$ cat config.mk
export PLATFORM = sky130hd
export DESIGN_NAME = rrap_mul
export DESIGN_NICKNAME = d
export VERILOG_FILES = /design/src/design/rrap_mul.sv
export SDC_FILE = /design/constraint.sdc
export NUM_CORES = 2
export LEC_CHECK = 0
export BUFFER_PORTS_ARGS = -buffer_cell sky130_fd_sc_hd__clkbuf_2
export CAP_MARGIN = 40
export CORE_MARGIN = 2
export CORE_UTILIZATION = 44
export CTS_BUF_LIST = sky130_fd_sc_hd__clkbuf_4 sky130_fd_sc_hd__clkbuf_8 sky130_fd_sc_hd__clkbuf_16
export CTS_CLUSTER_DIAMETER = 60
export DETAILED_ROUTE_END_ITERATION = 7
export GPL_TIMING_DRIVEN = 0
export PLACE_DENSITY_LB_ADDON = 0.15
export REMOVE_ABC_BUFFERS = 1
export SLEW_MARGIN = 20
export SYNTH_ARGS = -nofsm -noshare
export SYNTH_HDL_FRONTEND = slang
export SYNTH_SLANG_ARGS = --single-unit
$ cat constraint.sdc
create_clock -name clk -period 11.6 [get_ports clk]
set_input_delay 1.16 -clock clk [delete_from_list [all_inputs] [get_ports clk]]
set_output_delay 1.16 -clock clk [all_outputs]
set_load 0.02 [all_outputs]
$ cat src/design/rrap_mul.sv
// Registered signed 33 x 33 multiplier shared by all products of the picker.
// Self-contained.
module rrap_mul (
	input  logic               clk,
	input  logic signed [32:0] a,
	input  logic signed [32:0] b,
	output logic signed [65:0] p_s1
);

	always_ff @(posedge clk) begin
		p_s1 <= a * b;
	end

endmodule

==> summary.md <==
| Metric | Value |
|---|---|
| Status | finished, final reports clean |
| Max-slew violations | 0 |
| Final Setup Violations | 0 |
| Setup Fix Bufs, Post-CTS | 0 |
| Post-synth EDFFs | 0 |
| Hold path endpoint | p_s1[1] |
| Fin util | 47.66% |
| IO Port Bufs | 132 |
| Share of the cycle needed by the critical path after routing | 78.71% |
| Vias per cell | 5.144 |
| Synth unique cells | 80 |
| Commonest non-fill, non-tap cell in the layout | fa_1 |
| Avg Cell Area, Syn | 9.390 um2 |
| Clock sinks | 66 |
| Placeable Area | 0.09166 mm2 |
| #FFs+latches synth | 66 |
| CP startpoint kind | input pin |
| Initial antenna violation count | 5 |
| DIE HEIGHT | 308.3 um |
| Seq/Total Area, Yosys | 3.244% |
| Nets@finish | 5744 |
| Final Hold Viols | 0 |
| DRT antenna net count | 0 |
| Global-route wire length before repair | 185300 um |
| IO Pins | 133 |
| Post-Syn Area | 0.04073 mm2 |
| Fraction of registers with async set or reset after synthesis | 0% |
| Routed Wire Length | 115300 um |
| Fin Hold WS | 1.585 ns |
| Row count | 111 |
| Largest net degree at the start of global routing | 34 |
| Share of layout cells above drive strength 1 | 5.603% |
| Max clock buf depth | 2 |
| Global Route Usage Sum | 25.86% |
| Hold Crit Depth | 3 |
| Warnings from Yosys | 0 |
| Detailed Place HPWL | 96460 um |
| Max Cap Viol | 0 |
| Vias in the first global route | 31470 |
| Post-CTS sizing | 0 |
| Worst-Margin Slew | 0.8789 ns |
| CTS buffer count | 9 |
| Chip width | 308.3 um |
| Vias | 28320 |
| Final Critical Period | 9.131 ns |
| TritonCTS clock tree | done |
| Hold buffers post-CTS | 0 |
| Router iterations before antenna repair | 5 |
| Worst Path Arrival | 9.40 ns |
| CP required | 11.87 ns |
| Critical Path Fanout Max | 33 |
| Worst hold path startpoint | a[1] |
| GPL Wtd Cong | 0.8673 |
| Die area | 0.09503 mm2 |
| Hold WC Path Type | in -> reg |
| Top FF cell, synth | dfxtp_1 |
| Slew headroom | 41.41% |
| Post-synthesis cell count | 4338 |
| CTS root buffer | clkbuf_16 |
| Biggest register | p_s1 |
| Diodes inserted | 0 |
| Endpoint class of the critical path | register |
| Total grt overflow | 0 |
| Clock transition at the registers of the reported paths | 0.08 ns |
| Starting Density | 44.44% |
| H-tree levels | 3 |
| Largest register FFs | 66 |
| DR WL/cell | 20.94 um |
| Largest registers | p_s1 (66) |
| CP Class | in -> reg |
| # DRC | 0 |
| Area Growth Syn to Fin | 7.258% |
| Most frequent cells in the layout | fa_1, inv_1, and2_1, nand2_1, ha_1 |
| RSZ-0062 raised after global routing | no |
| Setup_tns | 0 ns |
| Fmax | 109.5 MHz |
| Initial DRC count | 1431 |
[worst max-delay path: stages]
cell      delay (ns)
clkbuf_2        0.63
nand2_1         0.21
inv_1           0.17
fa_1            0.50
fa_1            0.63
fa_2            0.62
fa_2            1.10
fa_1            0.57
fa_1            0.51
fa_1            0.49
inv_1           0.05
fa_1            0.47
inv_1           0.04
ha_1            0.34
a21o_1          0.20
a21o_1          0.17
a21oi_1         0.42
and3_1          0.24
a21oi_1         0.11
a21oi_4         0.39
o21ai_1         0.18
xnor2_1         0.15
[worst max path at each step]
stage / to / slack, ns / cells after the start / start
6_report: p_s1[65] / 2.47 / 22 / b[0]
5_1_grt: p_s1[61] / 2.14 / 22 / b[0]
4_1_cts: p_s1[57] / 2.44 / 24 / b[6]
3_5_place_dp: p_s1[57] / 2.05 / 24 / b[6]
3_3_place_gp: p_s1[65] / 1.52 / 22 / a[32]
2_1_floorplan: p_s1[62] / 3.56 / 21 / b[0]
[area by class of cell]
class / instances / area (um2)
clock buffer: 12 / 254.0
clock inverter: 3 / 40.04
fill: 8882 / 47970
inverter: 1131 / 4245
multi-input combinational: 2920 / 34320
sequential: 66 / 1321
tap: 1186 / 1484
timing repair buffer: 187 / 2024
[through the flow]
step           setup slack [ns]  area, um2  std cells
2_1_floorplan             3.558      39880       4117
3_3_place_gp              1.517      42030       5435
3_5_place_dp              2.047      43250       5484
4_1_cts                   2.443      43540       5499
5_1_grt                   2.138      43690       5505
6_report                  2.469      43690       5505
[synthesized netlist by cell type (3+ instances only)]
cell type  instances  area [um2]
a211o_1            6       52.55
a211oi_1           7       52.55
a211oi_2           3       37.54
a21o_1            36       270.3
a21oi_1           57       285.3
a21oi_2            3       26.28
a31oi_1            8       50.05
and2_1           562        3516
and3_1             5       31.28
and4_1             5       43.79
buf_2             11       55.05
clkbuf_1         208       780.8
dfxtp_1           66        1321
fa_1            1145       22920
ha_1             217        2715
inv_1           1131        4245
nand2_1          551        2068
nand2b_1          12       75.07
nand3_1           25       125.1
nand4_1           11       68.82
nor2_1            68       255.2
nor2b_1            5       31.28
nor3_1             7       35.03
o211ai_1           4       30.03
o21a_1             6       45.04
o21ai_0           25       125.1
o21ai_1            6       30.03
o21bai_1          11       82.58
o31ai_4            3       63.81
or2_2              3       18.77
or3_1              3       18.77
xnor2_1           43       376.6
xor2_1            25       219.0
[layer usage]
metal	routed length (um)	part of all wire (%)	track usage, %	vias to the layer above
li1	-	-	-	12290
met1	49740	43	35.57	15170
met2	56700	49	43.60	698
met3	6186	5.4	3.498	159
met4	2659	2.3	5.831	0
met5	0	0	0	-
[logic make-up after synthesis]
family	Yosys count	synth area share, %
buf+inv	1352	12.51
simple gates	1271	15.78
compound gates	219	4.067
fa+ha+maj	1362	62.94
flops	66	3.244
xor+xnor	68	1.462
Power is not shown: default switching activity piles up to over one toggle a cycle in this logic, so the estimate is an artifact.
