File: config.mk
export PLATFORM = sky130hd
export DESIGN_NAME = rrap_sqdiv
export DESIGN_NICKNAME = d
export VERILOG_FILES = /design/src/design/rrap_pkg.sv /design/src/design/rrap_sqdiv.sv
export SDC_FILE = /design/constraint.sdc
export NUM_CORES = 1
export LEC_CHECK = 0
export BUFFER_PORTS_ARGS = -buffer_cell sky130_fd_sc_hd__buf_4
export CELL_PAD_IN_SITES_DETAIL_PLACEMENT = 0
export CELL_PAD_IN_SITES_GLOBAL_PLACEMENT = 2
export CORE_MARGIN = 8
export CORE_UTILIZATION = 40
export CTS_CLUSTER_SIZE = 24
export DETAILED_ROUTE_END_ITERATION = 8
export PLACE_DENSITY = 0.87
export SETUP_SLACK_MARGIN = 0.3
export SLEW_MARGIN = 20
export SYNTH_ARGS = -nofsm -noshare
export SYNTH_HDL_FRONTEND = slang
export SYNTH_SLANG_ARGS = --single-unit
File: constraint.sdc
create_clock -name clk -period 17.5 [get_ports clk]
set_clock_uncertainty 0.1 [all_clocks]
set_input_delay 3.5 -clock clk [delete_from_list [all_inputs] [get_ports clk]]
set_output_delay 3.5 -clock clk [all_outputs]
set_load 0.005 [all_outputs]
File: src/design/rrap_pkg.sv
// Package for the ray ring picker: shared types, codes and reset values.
// Used by the interfaces, the root/divide unit and the top level.
package rrap_pkg;

	localparam int unsigned CFG_IDX_W = 2;

	localparam logic [CFG_IDX_W-1:0] CFG_RING_RADIUS    = 2'd0;
	localparam logic [CFG_IDX_W-1:0] CFG_RING_THICKNESS = 2'd1;

	localparam logic [30:0] RADIUS_RST = 31'd98304;
	localparam logic [30:0] THICK_RST  = 31'd13107;
	localparam logic [30:0] SAT_MAX    = 31'h7FFF_FFFF;

	localparam logic [1:0] AXIS_NONE = 2'd0;
	localparam logic [1:0] AXIS_BAD  = 2'd3;

	localparam logic [5:0] SQRT_STEPS  = 6'd32;
	localparam logic [5:0] DIV_T_STEPS = 6'd31;

	// request to the shared root/divide unit
	typedef struct packed {
		logic        start;
		logic        is_sqrt;
		logic [63:0] init;     // radicand, or upper part of the dividend
		logic [31:0] low;      // remaining dividend bits, left aligned
		logic [5:0]  steps;
		logic [63:0] divisor;
	} sqdiv_req_t;

	typedef struct packed {
		logic        busy;
		logic        done;
		logic [63:0] result;
	} sqdiv_rsp_t;

	function automatic logic [31:0] mag32(input logic signed [31:0] x);
		logic [31:0] r;
		r = x[31] ? 32'(-x) : 32'(x);
		return r;
	endfunction

	function automatic logic [63:0] mag64(input logic signed [63:0] x);
		logic [63:0] r;
		r = x[63] ? 64'(-x) : 64'(x);
		return r;
	endfunction

endpackage

File: src/design/rrap_sqdiv.sv
// Shared bit-serial unit: integer square root (two bits a step) and
// restoring division (one quotient bit a step). Depends on rrap_pkg.
module rrap_sqdiv import rrap_pkg::*; (
	input  logic       clk,
	input  logic       arst_n,
	input  sqdiv_req_t req,
	output sqdiv_rsp_t rsp
);

	logic        busy_q, done_q, is_sqrt_q;
	logic [5:0]  cnt_q;
	logic [63:0] v_q, res_q, bit_q, div_q;
	logic [31:0] low_q;
	logic [63:0] acc_w, sub_w;
	logic        ge;

	always_comb begin
		acc_w = is_sqrt_q ? v_q : {v_q[62:0], low_q[31]};
		sub_w = is_sqrt_q ? res_q + bit_q : div_q;
		ge    = acc_w >= sub_w;
	end

	always_ff @(posedge clk or negedge arst_n) begin
		if (!arst_n) begin
			busy_q <= 1'b0;
			done_q <= 1'b0;
			cnt_q  <= '0;
		end else begin
			done_q <= 1'b0;
			if (req.start) begin
				busy_q <= 1'b1;
				cnt_q  <= req.steps;
			end else if (busy_q) begin
				cnt_q <= cnt_q - 6'd1;
				if (cnt_q == 6'd1) begin
					busy_q <= 1'b0;
					done_q <= 1'b1;
				end
			end
		end
	end

	always_ff @(posedge clk) begin
		if (req.start) begin
			is_sqrt_q <= req.is_sqrt;
			v_q       <= req.init;
			low_q     <= req.low;
			res_q     <= '0;
			bit_q     <= 64'h4000_0000_0000_0000;
			div_q     <= req.divisor;
		end else if (busy_q) begin
			if (is_sqrt_q) begin
				if (ge) begin
					v_q   <= acc_w - sub_w;
					res_q <= (res_q >> 1) + bit_q;
				end else begin
					res_q <= res_q >> 1;
				end
				bit_q <= bit_q >> 2;
			end else begin
				v_q   <= ge ? acc_w - sub_w : acc_w;
				res_q <= {res_q[62:0], ge};
				low_q <= low_q << 1;
			end
		end
	end

	assign rsp.busy   = busy_q;
	assign rsp.done   = done_q;
	assign rsp.result = res_q;

endmodule
==> flow_summary.yaml, run 1 <==
floorplan:
  rows: 84
  die_x_um: 245
  die_y_um: 245
  dieArea_mm2: 0.0601
  start_util: 0.402
  core_mm2: 0.0522
  ios: 236
worst_setup_path:
  rr_worst_depth: 20
  critPathMaxFanout: 64
  required_ns: 17.56
  r2r-end: "v_q[57]"
  cp-start-kind: "flip-flop"
  arrival_ns: 7.15
  critPathKind: "reg -> reg"
  r2r_setup_slack_ns: 10.41
  timing.rr.start: "res_q[12]"
  crit_path_end_kind: "flip-flop"
hold_path:
  hold_path_depth: 2
  hp-start: "bit_q[12]"
  hold_path_class: "reg -> reg"
  hold_end: "bit_q[10]"
timing:
  fin_crit_ns: 7.09
  setup_viol: 0
  drv_slew: 0
  final_hold_viol_count: 0
  finalSetupTns_ns: 0
  slew_headroom: 0.349
  max_freq_ghz: 0.141
  rsz0062_at_grt: "false"
  fin_crit_sh: 0.405
  max_slew.worst_pin.slew_ns: 0.952
  worst_hold_slack_ns: 0.398
detailed_routing:
  dr.pass1.iters: 7
  ant_nets: 0
  avgRoutedWirePerCell_um: 22.3
  vias: 18899
  drc: 0
  viasPerCell: 5.85
  wl_mm: 72.0
  first_iter_violations: 1685
final_layout:
  stdcell_count: 3230
  final.fill_count: 5079
  multi_input_area_mm2: 0.0133
  drive_gt1_frac: 0.196
  areaGrowthSynthToFinish_pct: 15.6
  final_design_area_no_fill_mm2: 0.0243
  final_cell_mix: "287 x nand2_1, 251 x buf_4, 197 x o21ai_0"
  final_common_cell: "nand2_1"
  regArea_mm2: 0.00696
  fin_nets: 2821
synthesis:
  yosys_warnings: 0
  synth_edf_count: 161
  avgSynthCellArea_um2: 8.83
  synth_cell_types: 93
  syn_inst: 2380
  yosysSeqAreaShare: 0.331
  synth_ff_type: "edfxtp_1"
  synth_area_mm2: 0.0210
  ys_async_sr_fraction: 0.0302
  synth_nets: 2683
  ys_seq_elements: 265
cts:
  cts_repair_resize_count: 0
  cts.hold.buffers_added: 0
  clkSinkCount: 265
  ctsRootBufferMaster: "clkbuf_16"
  clk_pin_slew_ns: 0.06
  cts_buffer_depth: 3
  cts_tree: "done"
  insertion_delay_ns: 0.55
  numCtsBuffers: 35
  h-tree-depth: 2
  post-cts-setup-buffer-count: 0
global_routing:
  track_usage: 0.231
  grt-ovfl-total: 0
  antenna_found_initial: 1
  grt_max_degree: 99
  grt_pass1_wl_mm: 110
  grt_pass1_vias: 18282
pwr:
  vdd_drop_max_v: 0.0000812
  p_per_area_mw_per_mm2: 141
  leakage_nw: 9.33
placement:
  place_inst: 3168
  dp_hpwl_mm: 55.3
  placed_area_mm2: 0.0232
  port_buffers: 235
  place_congestion: 0.931
flow_run:
  cap_viol_max_count: 0
status:
  outcome: "finished, final reports clean"
==> stage by stage <==
step	power, W	util	setup WS, ns
global route	0.00366	0.465	9.99
finish	0.00342	0.465	10.41
global placement	0.00270	0.443	10.58
CTS	0.00343	0.465	10.46
detailed placement	0.00270	0.443	10.49
floorplan	0.00221	-	10.66
==> area by class of cell <==
cell class	instances	share of cell area
Multi-Input combinational cell	1928	0.548
Sequential cell	265	0.286
Timing Repair Buffer	253	0.0793
Clock buffer	46	0.0399
Tap cell	688	0.0354
Clock inverter	14	0.00587
Inverter	35	0.00541
Antenna cell	1	0.000103
==> cells by family after synthesis <==
kind of cell               count (synthesis)  synth area share
and+or+nand+nor                          674             0.151
DFF                                      265             0.331
muxes                                    189            0.0984
xor gates and xnor gates                 177            0.0737
adders and majority gates                133            0.0795
buffers and inverters                    187            0.0370
AOI/OAI and AO/OA                        755             0.229
==> worst max-delay path: stages (launching register included) <==
cell	delay (ns)
dfxtp_1	0.41
ha_1	0.45
nand3_1	0.09
or3_1	0.37
o31ai_1	0.70
a31oi_1	0.23
o21ai_0	0.38
a21oi_1	0.17
o21ai_0	0.23
xnor2_1	0.15
nor2_1	0.07
a21oi_1	0.30
ha_1	0.26
nand2_2	0.11
nor2_2	0.15
nand4_1	0.17
or4_4	0.58
a31oi_4	0.29
or2_4	0.51
a21o_2	0.21
buf_4	0.69
==> state kept, by name, indices dropped and copies added (netlist names) <==
signal     flops
is_sqrt_q      1
busy_q         1
bit_q         32
div_q         64
res_q         64
v_q           64
cnt_q          6
done_q         1
low_q         32
==> layer usage <==
layer  vias to the layer above  track usage  share of wire  wire, um
met4                         0       0.0608          0.022      1580
met1                      9140        0.333           0.48     34500
met5                         -            0              0         0
met2                       520        0.357           0.44     32000
li1                       9155            -              -         -
met3                        84       0.0343          0.054      3880
==> Yosys cell counts, drive strengths merged (38+ instances only) <==
library cell / number / share of area
a21oi: 197 / 0.047
edfxtp: 161 / 0.23
nand2: 289 / 0.052
buf: 47 / 0.012
mux2: 141 / 0.076
a21o: 38 / 0.014
a22oi: 49 / 0.017
nor2: 145 / 0.026
xnor2: 104 / 0.043
dfxtp: 96 / 0.091
a31oi: 75 / 0.025
ha: 132 / 0.079
xor2: 73 / 0.030
o21ai: 226 / 0.054
mux2i: 48 / 0.023
nand4: 49 / 0.015
clkbuf: 105 / 0.019
==> how the worst max path moves through the flow <==
stage | startpoint | end | slack, ns | depth (start not counted)
floorplan | req[167] | v_q[0] | 10.66 | 4
global route | res_q[12] | v_q[46] | 9.99 | 20
finish | res_q[12] | v_q[57] | 10.41 | 20
CTS | res_q[12] | v_q[44] | 10.46 | 20
detailed placement | res_q[12] | v_q[18] | 10.49 | 20
global placement | res_q[6] | v_q[36] | 10.58 | 22
==> report_power, final <==
part           switching [W]  internal [W]
clock network       0.000285      0.000432
logic                0.00106      0.000720
registers          0.0000995      0.000826
total                0.00145       0.00198
(Power assumes the default switching activity.)
==> run 2, diff against run 1 <==
Settings changed: CORE_UTILIZATION 40 to 37, PLACE_DENSITY 0.87 to 0.81.
Clock period 17.5 ns to 6.9 ns, I/O delays scaled along.
==> flow_summary.yaml, run 2 (synthesized netlist as in run 1, its figures left out) <==
status:
  outcome: "finished, final reports clean"
worst_setup_path:
  arrival_ns: 6.62
  critPathKind: "reg -> reg"
  critPathMaxFanout: 16
  rr_worst_depth: 22
  r2r_setup_slack_ns: 0.64
  timing.rr.start: "res_q[18]"
  cp-start-kind: "flip-flop"
  r2r-end: "res_q[35]"
  crit_path_end_kind: "flip-flop"
  required_ns: 7.27
global_routing:
  antenna_found_initial: 1
  grt_pass1_vias: 18456
  grt_max_degree: 119
  track_usage: 0.223
  grt_pass1_wl_mm: 113
  grt-ovfl-total: 0
hold_path:
  hold_end: "bit_q[4]"
  hold_path_depth: 2
  hp-start: "bit_q[6]"
  hold_path_class: "reg -> reg"
floorplan:
  die_y_um: 254
  rows: 87
  core_mm2: 0.0563
  start_util: 0.374
  dieArea_mm2: 0.0647
  die_x_um: 254
  ios: 236
detailed_routing:
  vias: 19155
  ant_nets: 0
  dr.pass1.iters: 6
  drc: 0
  first_iter_violations: 1667
  wl_mm: 75.4
  viasPerCell: 5.73
  avgRoutedWirePerCell_um: 22.6
final_layout:
  final.fill_count: 5593
  final_cell_mix: "287 x nand2_1, 287 x buf_4, 195 x a21oi_1, 195 x o21ai_0, 161 x edfxtp_1"
  areaGrowthSynthToFinish_pct: 18.0
  drive_gt1_frac: 0.215
  regArea_mm2: 0.00696
  fin_nets: 2861
  multi_input_area_mm2: 0.0133
  post-route-util: 0.441
  reg_top3: "div_q x64, res_q x64, v_q x64"
  stdcell_count: 3341
timing:
  slew_headroom: 0.272
  setup_viol: 0
  max_freq_ghz: 0.160
  fin_crit_ns: 6.26
  final_hold_viol_count: 0
  max_slew.worst_pin.slew_ns: 1.06
  drv_slew: 0
  fin_crit_sh: 0.907
  worst_hold_slack_ns: 0.393
  rsz0062_at_grt: "false"
  finalSetupTns_ns: 0
pwr:
  leakage_nw: 9.59
  vdd_drop_max_v: 0.000202
  p_per_area_mw_per_mm2: 357
placement:
  place_congestion: 0.948
  place_inst: 3273
  port_buffers: 235
  dp_hpwl_mm: 58.5
cts:
  cts.hold.buffers_added: 0
  clk_pin_slew_ns: 0.06
  cts_tree: "done"
  clkSinkCount: 265
  cts_buffer_depth: 3
  insertion_delay_ns: 0.56
  numCtsBuffers: 35
  h-tree-depth: 2
  ctsRootBufferMaster: "clkbuf_16"
flow_run:
  cap_viol_max_count: 0
-- run 2: changes by cell type in the layout (fill, tap and decap cells not counted), sizes merged --
cell | previous run | this run
clkbuf | 46 | 45
clkinv | 9 | 14
inv | 35 | 36
bufinv | 3 | 2
buf | 253 | 293
clkinvlp | 2 | 1
-- run 2: through the flow --
stage	worst slack [ns]	power (W)	cell area [um2]
finish	0.644	0.00886	24800
global route	0.291	0.00945	24800
CTS	0.321	0.00886	24700
detailed placement	0.348	0.00696	23600
global placement	0.413	0.00696	23600
floorplan	0.355	0.00560	21000
-- run 2: layout make-up --
type | count | area share
clock inverters | 18 | 0.00615
flip-flops and latches | 265 | 0.281
diodes | 1 | 0.000101
multi-input cells | 1928 | 0.538
inverters | 35 | 0.00530
clock buffers | 45 | 0.0403
repair buffers | 293 | 0.0915
well taps | 756 | 0.0381
-- run 2: worst max-delay path, cell delays in order (launching register included) --
cell     delay (ns)
dfxtp_1        0.48
ha_1           0.37
a31oi_2        0.38
nor4_1         0.10
a311o_1        0.36
a31oi_4        0.28
o21ai_1        0.16
a21oi_1        0.25
o21ai_0        0.16
xor2_1         0.36
mux2i_1        0.17
ha_2           0.43
nand2_2        0.12
nor2_2         0.16
nand4_1        0.17
or4_4          0.58
a31oi_4        0.29
or2_4          0.22
buf_4          0.27
buf_4          0.27
o21ai_0        0.14
xor2_1         0.16
o21ai_0        0.18
-- run 2: layer usage --
| metal | share of wire | global-route usage | wire length (um) |
|---|---|---|---|
| met5 | 0 | 0 | 0 |
| met4 | 0.019 | 0.0500 | 1420 |
| met3 | 0.054 | 0.0286 | 4050 |
| met2 | 0.44 | 0.345 | 33400 |
| met1 | 0.48 | 0.328 | 36500 |
-- run 2: worst max path at each step --
stage	startpoint	to	slack, ns	cells past startpoint
after floorplan	res_q[12]	v_q[0]	0.36	21
after global placement	res_q[4]	v_q[1]	0.41	21
after detailed placement	res_q[4]	v_q[5]	0.35	21
after CTS	res_q[4]	v_q[5]	0.32	21
after global routing	res_q[2]	v_q[1]	0.29	23
final	res_q[18]	res_q[35]	0.64	22
-- run 2: power breakdown --
| part | total, W | switching, W | internal (W) |
|---|---|---|---|
| clock network | 0.00186 | 0.000755 | 0.00110 |
| registers | 0.00235 | 0.000253 | 0.00209 |
| logic | 0.00466 | 0.00275 | 0.00190 |
| total | 0.00886 | 0.00376 | 0.00510 |
-- run 2: repair_timing --
item	in CTS	in global routing
gates resized for setup	0	12
endpoints found under the hold margin	0	0
endpoints found under the setup margin	0	149
setup buffers	0	4
==> run 3, diff against run 2 <==
Settings changed: CORE_UTILIZATION 37 to 35, CTS_BUF_LIST set to sky130_fd_sc_hd__clkbuf_4 sky130_fd_sc_hd__clkbuf_8 sky130_fd_sc_hd__clkbuf_16, PLACE_DENSITY 0.81 to 0.78.
==> flow_summary.yaml, run 3 (synthesized netlist as in run 1, its figures left out) <==
status:
  outcome: "finished, final reports clean"
timing:
  setup_viol: 0
  rsz0062_at_grt: "false"
  final_hold_viol_count: 0
  max_slew.worst_pin.slew_ns: 1.10
  fin_crit_sh: 0.908
  worst_hold_slack_ns: 0.384
  max_freq_ghz: 0.160
  slew_headroom: 0.267
  drv_slew: 0
  fin_crit_ns: 6.26
  finalSetupTns_ns: 0
detailed_routing:
  ant_nets: 0
  wl_mm: 74.9
  avgRoutedWirePerCell_um: 22.3
  viasPerCell: 5.66
  first_iter_violations: 1457
  vias: 19003
  dr.pass1.iters: 6
  drc: 0
global_routing:
  grt_pass1_wl_mm: 112
  track_usage: 0.211
  grt-ovfl-total: 0
  antenna_found_initial: 1
  grt_pass1_vias: 18523
  grt_max_degree: 164
cts:
  insertion_delay_ns: 0.56
  numCtsBuffers: 36
  cts.hold.buffers_added: 0
  cts_tree: "done"
  ctsRootBufferMaster: "clkbuf_16"
  clkSinkCount: 265
  cts_buffer_depth: 3
  clk_pin_slew_ns: 0.06
  h-tree-depth: 2
final_layout:
  reg_top3: "div_q x64, res_q x64, v_q x64"
  fin_nets: 2849
  final_common_cell: "nand2_1"
  areaGrowthSynthToFinish_pct: 18.0
  final.fill_count: 6053
  drive_gt1_frac: 0.214
  final_cell_mix: "287 x nand2_1, 274 x buf_4, 196 x o21ai_0"
  antennaDiodeCount: 0
floorplan:
  die_y_um: 261
  ios: 236
  dieArea_mm2: 0.0682
  core_mm2: 0.0599
  start_util: 0.351
  die_x_um: 261
  rows: 90
placement:
  dp_hpwl_mm: 57.5
  place_congestion: 0.908
  port_buffers: 235
pwr:
  seqPwrFrac: 0.264
  leakage_nw: 9.57
  power.share.clock: 0.221
  p_sw_frac: 0.416
  power_frac_comb: 0.515
  vdd_drop_max_v: 0.000145
  intPower_w: 0.00521
  p_per_area_mw_per_mm2: 360
  power_switching_w: 0.00372
worst_setup_path:
  crit_path_end_kind: "flip-flop"
  arrival_ns: 6.46
  critPathKind: "reg -> reg"
  required_ns: 7.09
  cp-start-kind: "flip-flop"
  critPathMaxFanout: 30
hold_path:
  hold_path_class: "reg -> reg"
flow_run:
  cap_viol_max_count: 0
## run 3: cell count changes in the layout (fill, tap and decap cells not counted), sizes merged
| cell | change |
|---|---|
| buf | -13 |
| bufinv | +3 |
| clkbuf | +2 |
| clkinv | -6 |
| clkinvlp | +2 |
| diode | -1 |
| inv | +1 |
## run 3: through the flow
stage               std cells  power, W  utilization  area, um2  worst slack (ns)
finish                   3355   0.00893        0.414      24800             0.636
detailed placement       3286   0.00692        0.392      23500             0.265
global placement         3286   0.00691        0.392      23500             0.328
global route             3355   0.00953        0.414      24800             0.308
floorplan                2380   0.00560            -      21000             0.355
CTS                      3351   0.00895        0.413      24700             0.323
## run 3: power by group through the flow
stage | combinational (W) | sequential (W) | clock (W)
5_1_grt | 0.00505 | 0.00240 | 0.00208
2_1_floorplan | 0.00335 | 0.00225 | 0
6_report | 0.00460 | 0.00236 | 0.00197
3_5_place_dp | 0.00454 | 0.00238 | 0
3_3_place_gp | 0.00453 | 0.00238 | 0
4_1_cts | 0.00457 | 0.00236 | 0.00202
## run 3: repair_timing
item	in CTS	in global routing
endpoints found under the hold margin	0	0
endpoints found under the setup margin	13	169
setup buffers	0	4
resized for setup	1	12
pin swaps	1	1
## run 3: layout make-up
cell class / count / area, um2 / area share
inverter: 35 / 131 / 0.00530
tap: 782 / 978 / 0.0394
sequential: 265 / 6960 / 0.280
clock buffer: 47 / 1010 / 0.0408
timing repair buffer: 280 / 2160 / 0.0872
multi-input combinational: 1928 / 13300 / 0.538
clock inverter: 18 / 225 / 0.00908
## run 3: path summary, 6_finish.rpt
kind                               start       end  slack (ns)  cells after the start
max in group asynchronous         arst_n    busy_q        6.02                      1
worst max register to register  res_q[8]   v_q[54]        0.64                     22
worst max-delay path            res_q[8]   v_q[54]        0.64                     22
min in group asynchronous         arst_n  cnt_q[0]        0.55                      1
worst min-delay path            bit_q[0]  bit_q[0]        0.38                      2
worst min register to register  bit_q[0]  bit_q[0]        0.38                      2
## run 3: per-layer routing
| layer | wire, um | track usage | vias to the layer above |
|---|---|---|---|
| met1 | 36000 | 0.305 | 9179 |
| li1 | - | - | 9216 |
| met2 | 33700 | 0.334 | 528 |
| met4 | 1500 | 0.0514 | 0 |
| met3 | 3700 | 0.0254 | 80 |
| met5 | 0 | 0 | - |
## run 3: critical path, cell delays in order, from the launching register on
cell,delay [ns]
dfxtp_1,0.40
ha_1,0.41
a21oi_1,0.10
or3_1,0.42
o31ai_1,0.30
a22o_2,0.27
a31oi_2,0.16
o41ai_2,0.35
o31a_1,0.23
a221o_1,0.17
and4b_1,0.20
a211oi_2,0.04
ha_1,0.45
nand3_1,0.18
nor2_1,0.14
nand4_1,0.16
or4_4,0.58
a31oi_4,0.25
nor3_4,0.05
buf_4,0.17
buf_6,0.17
or4_1,0.46
and4_1,0.20
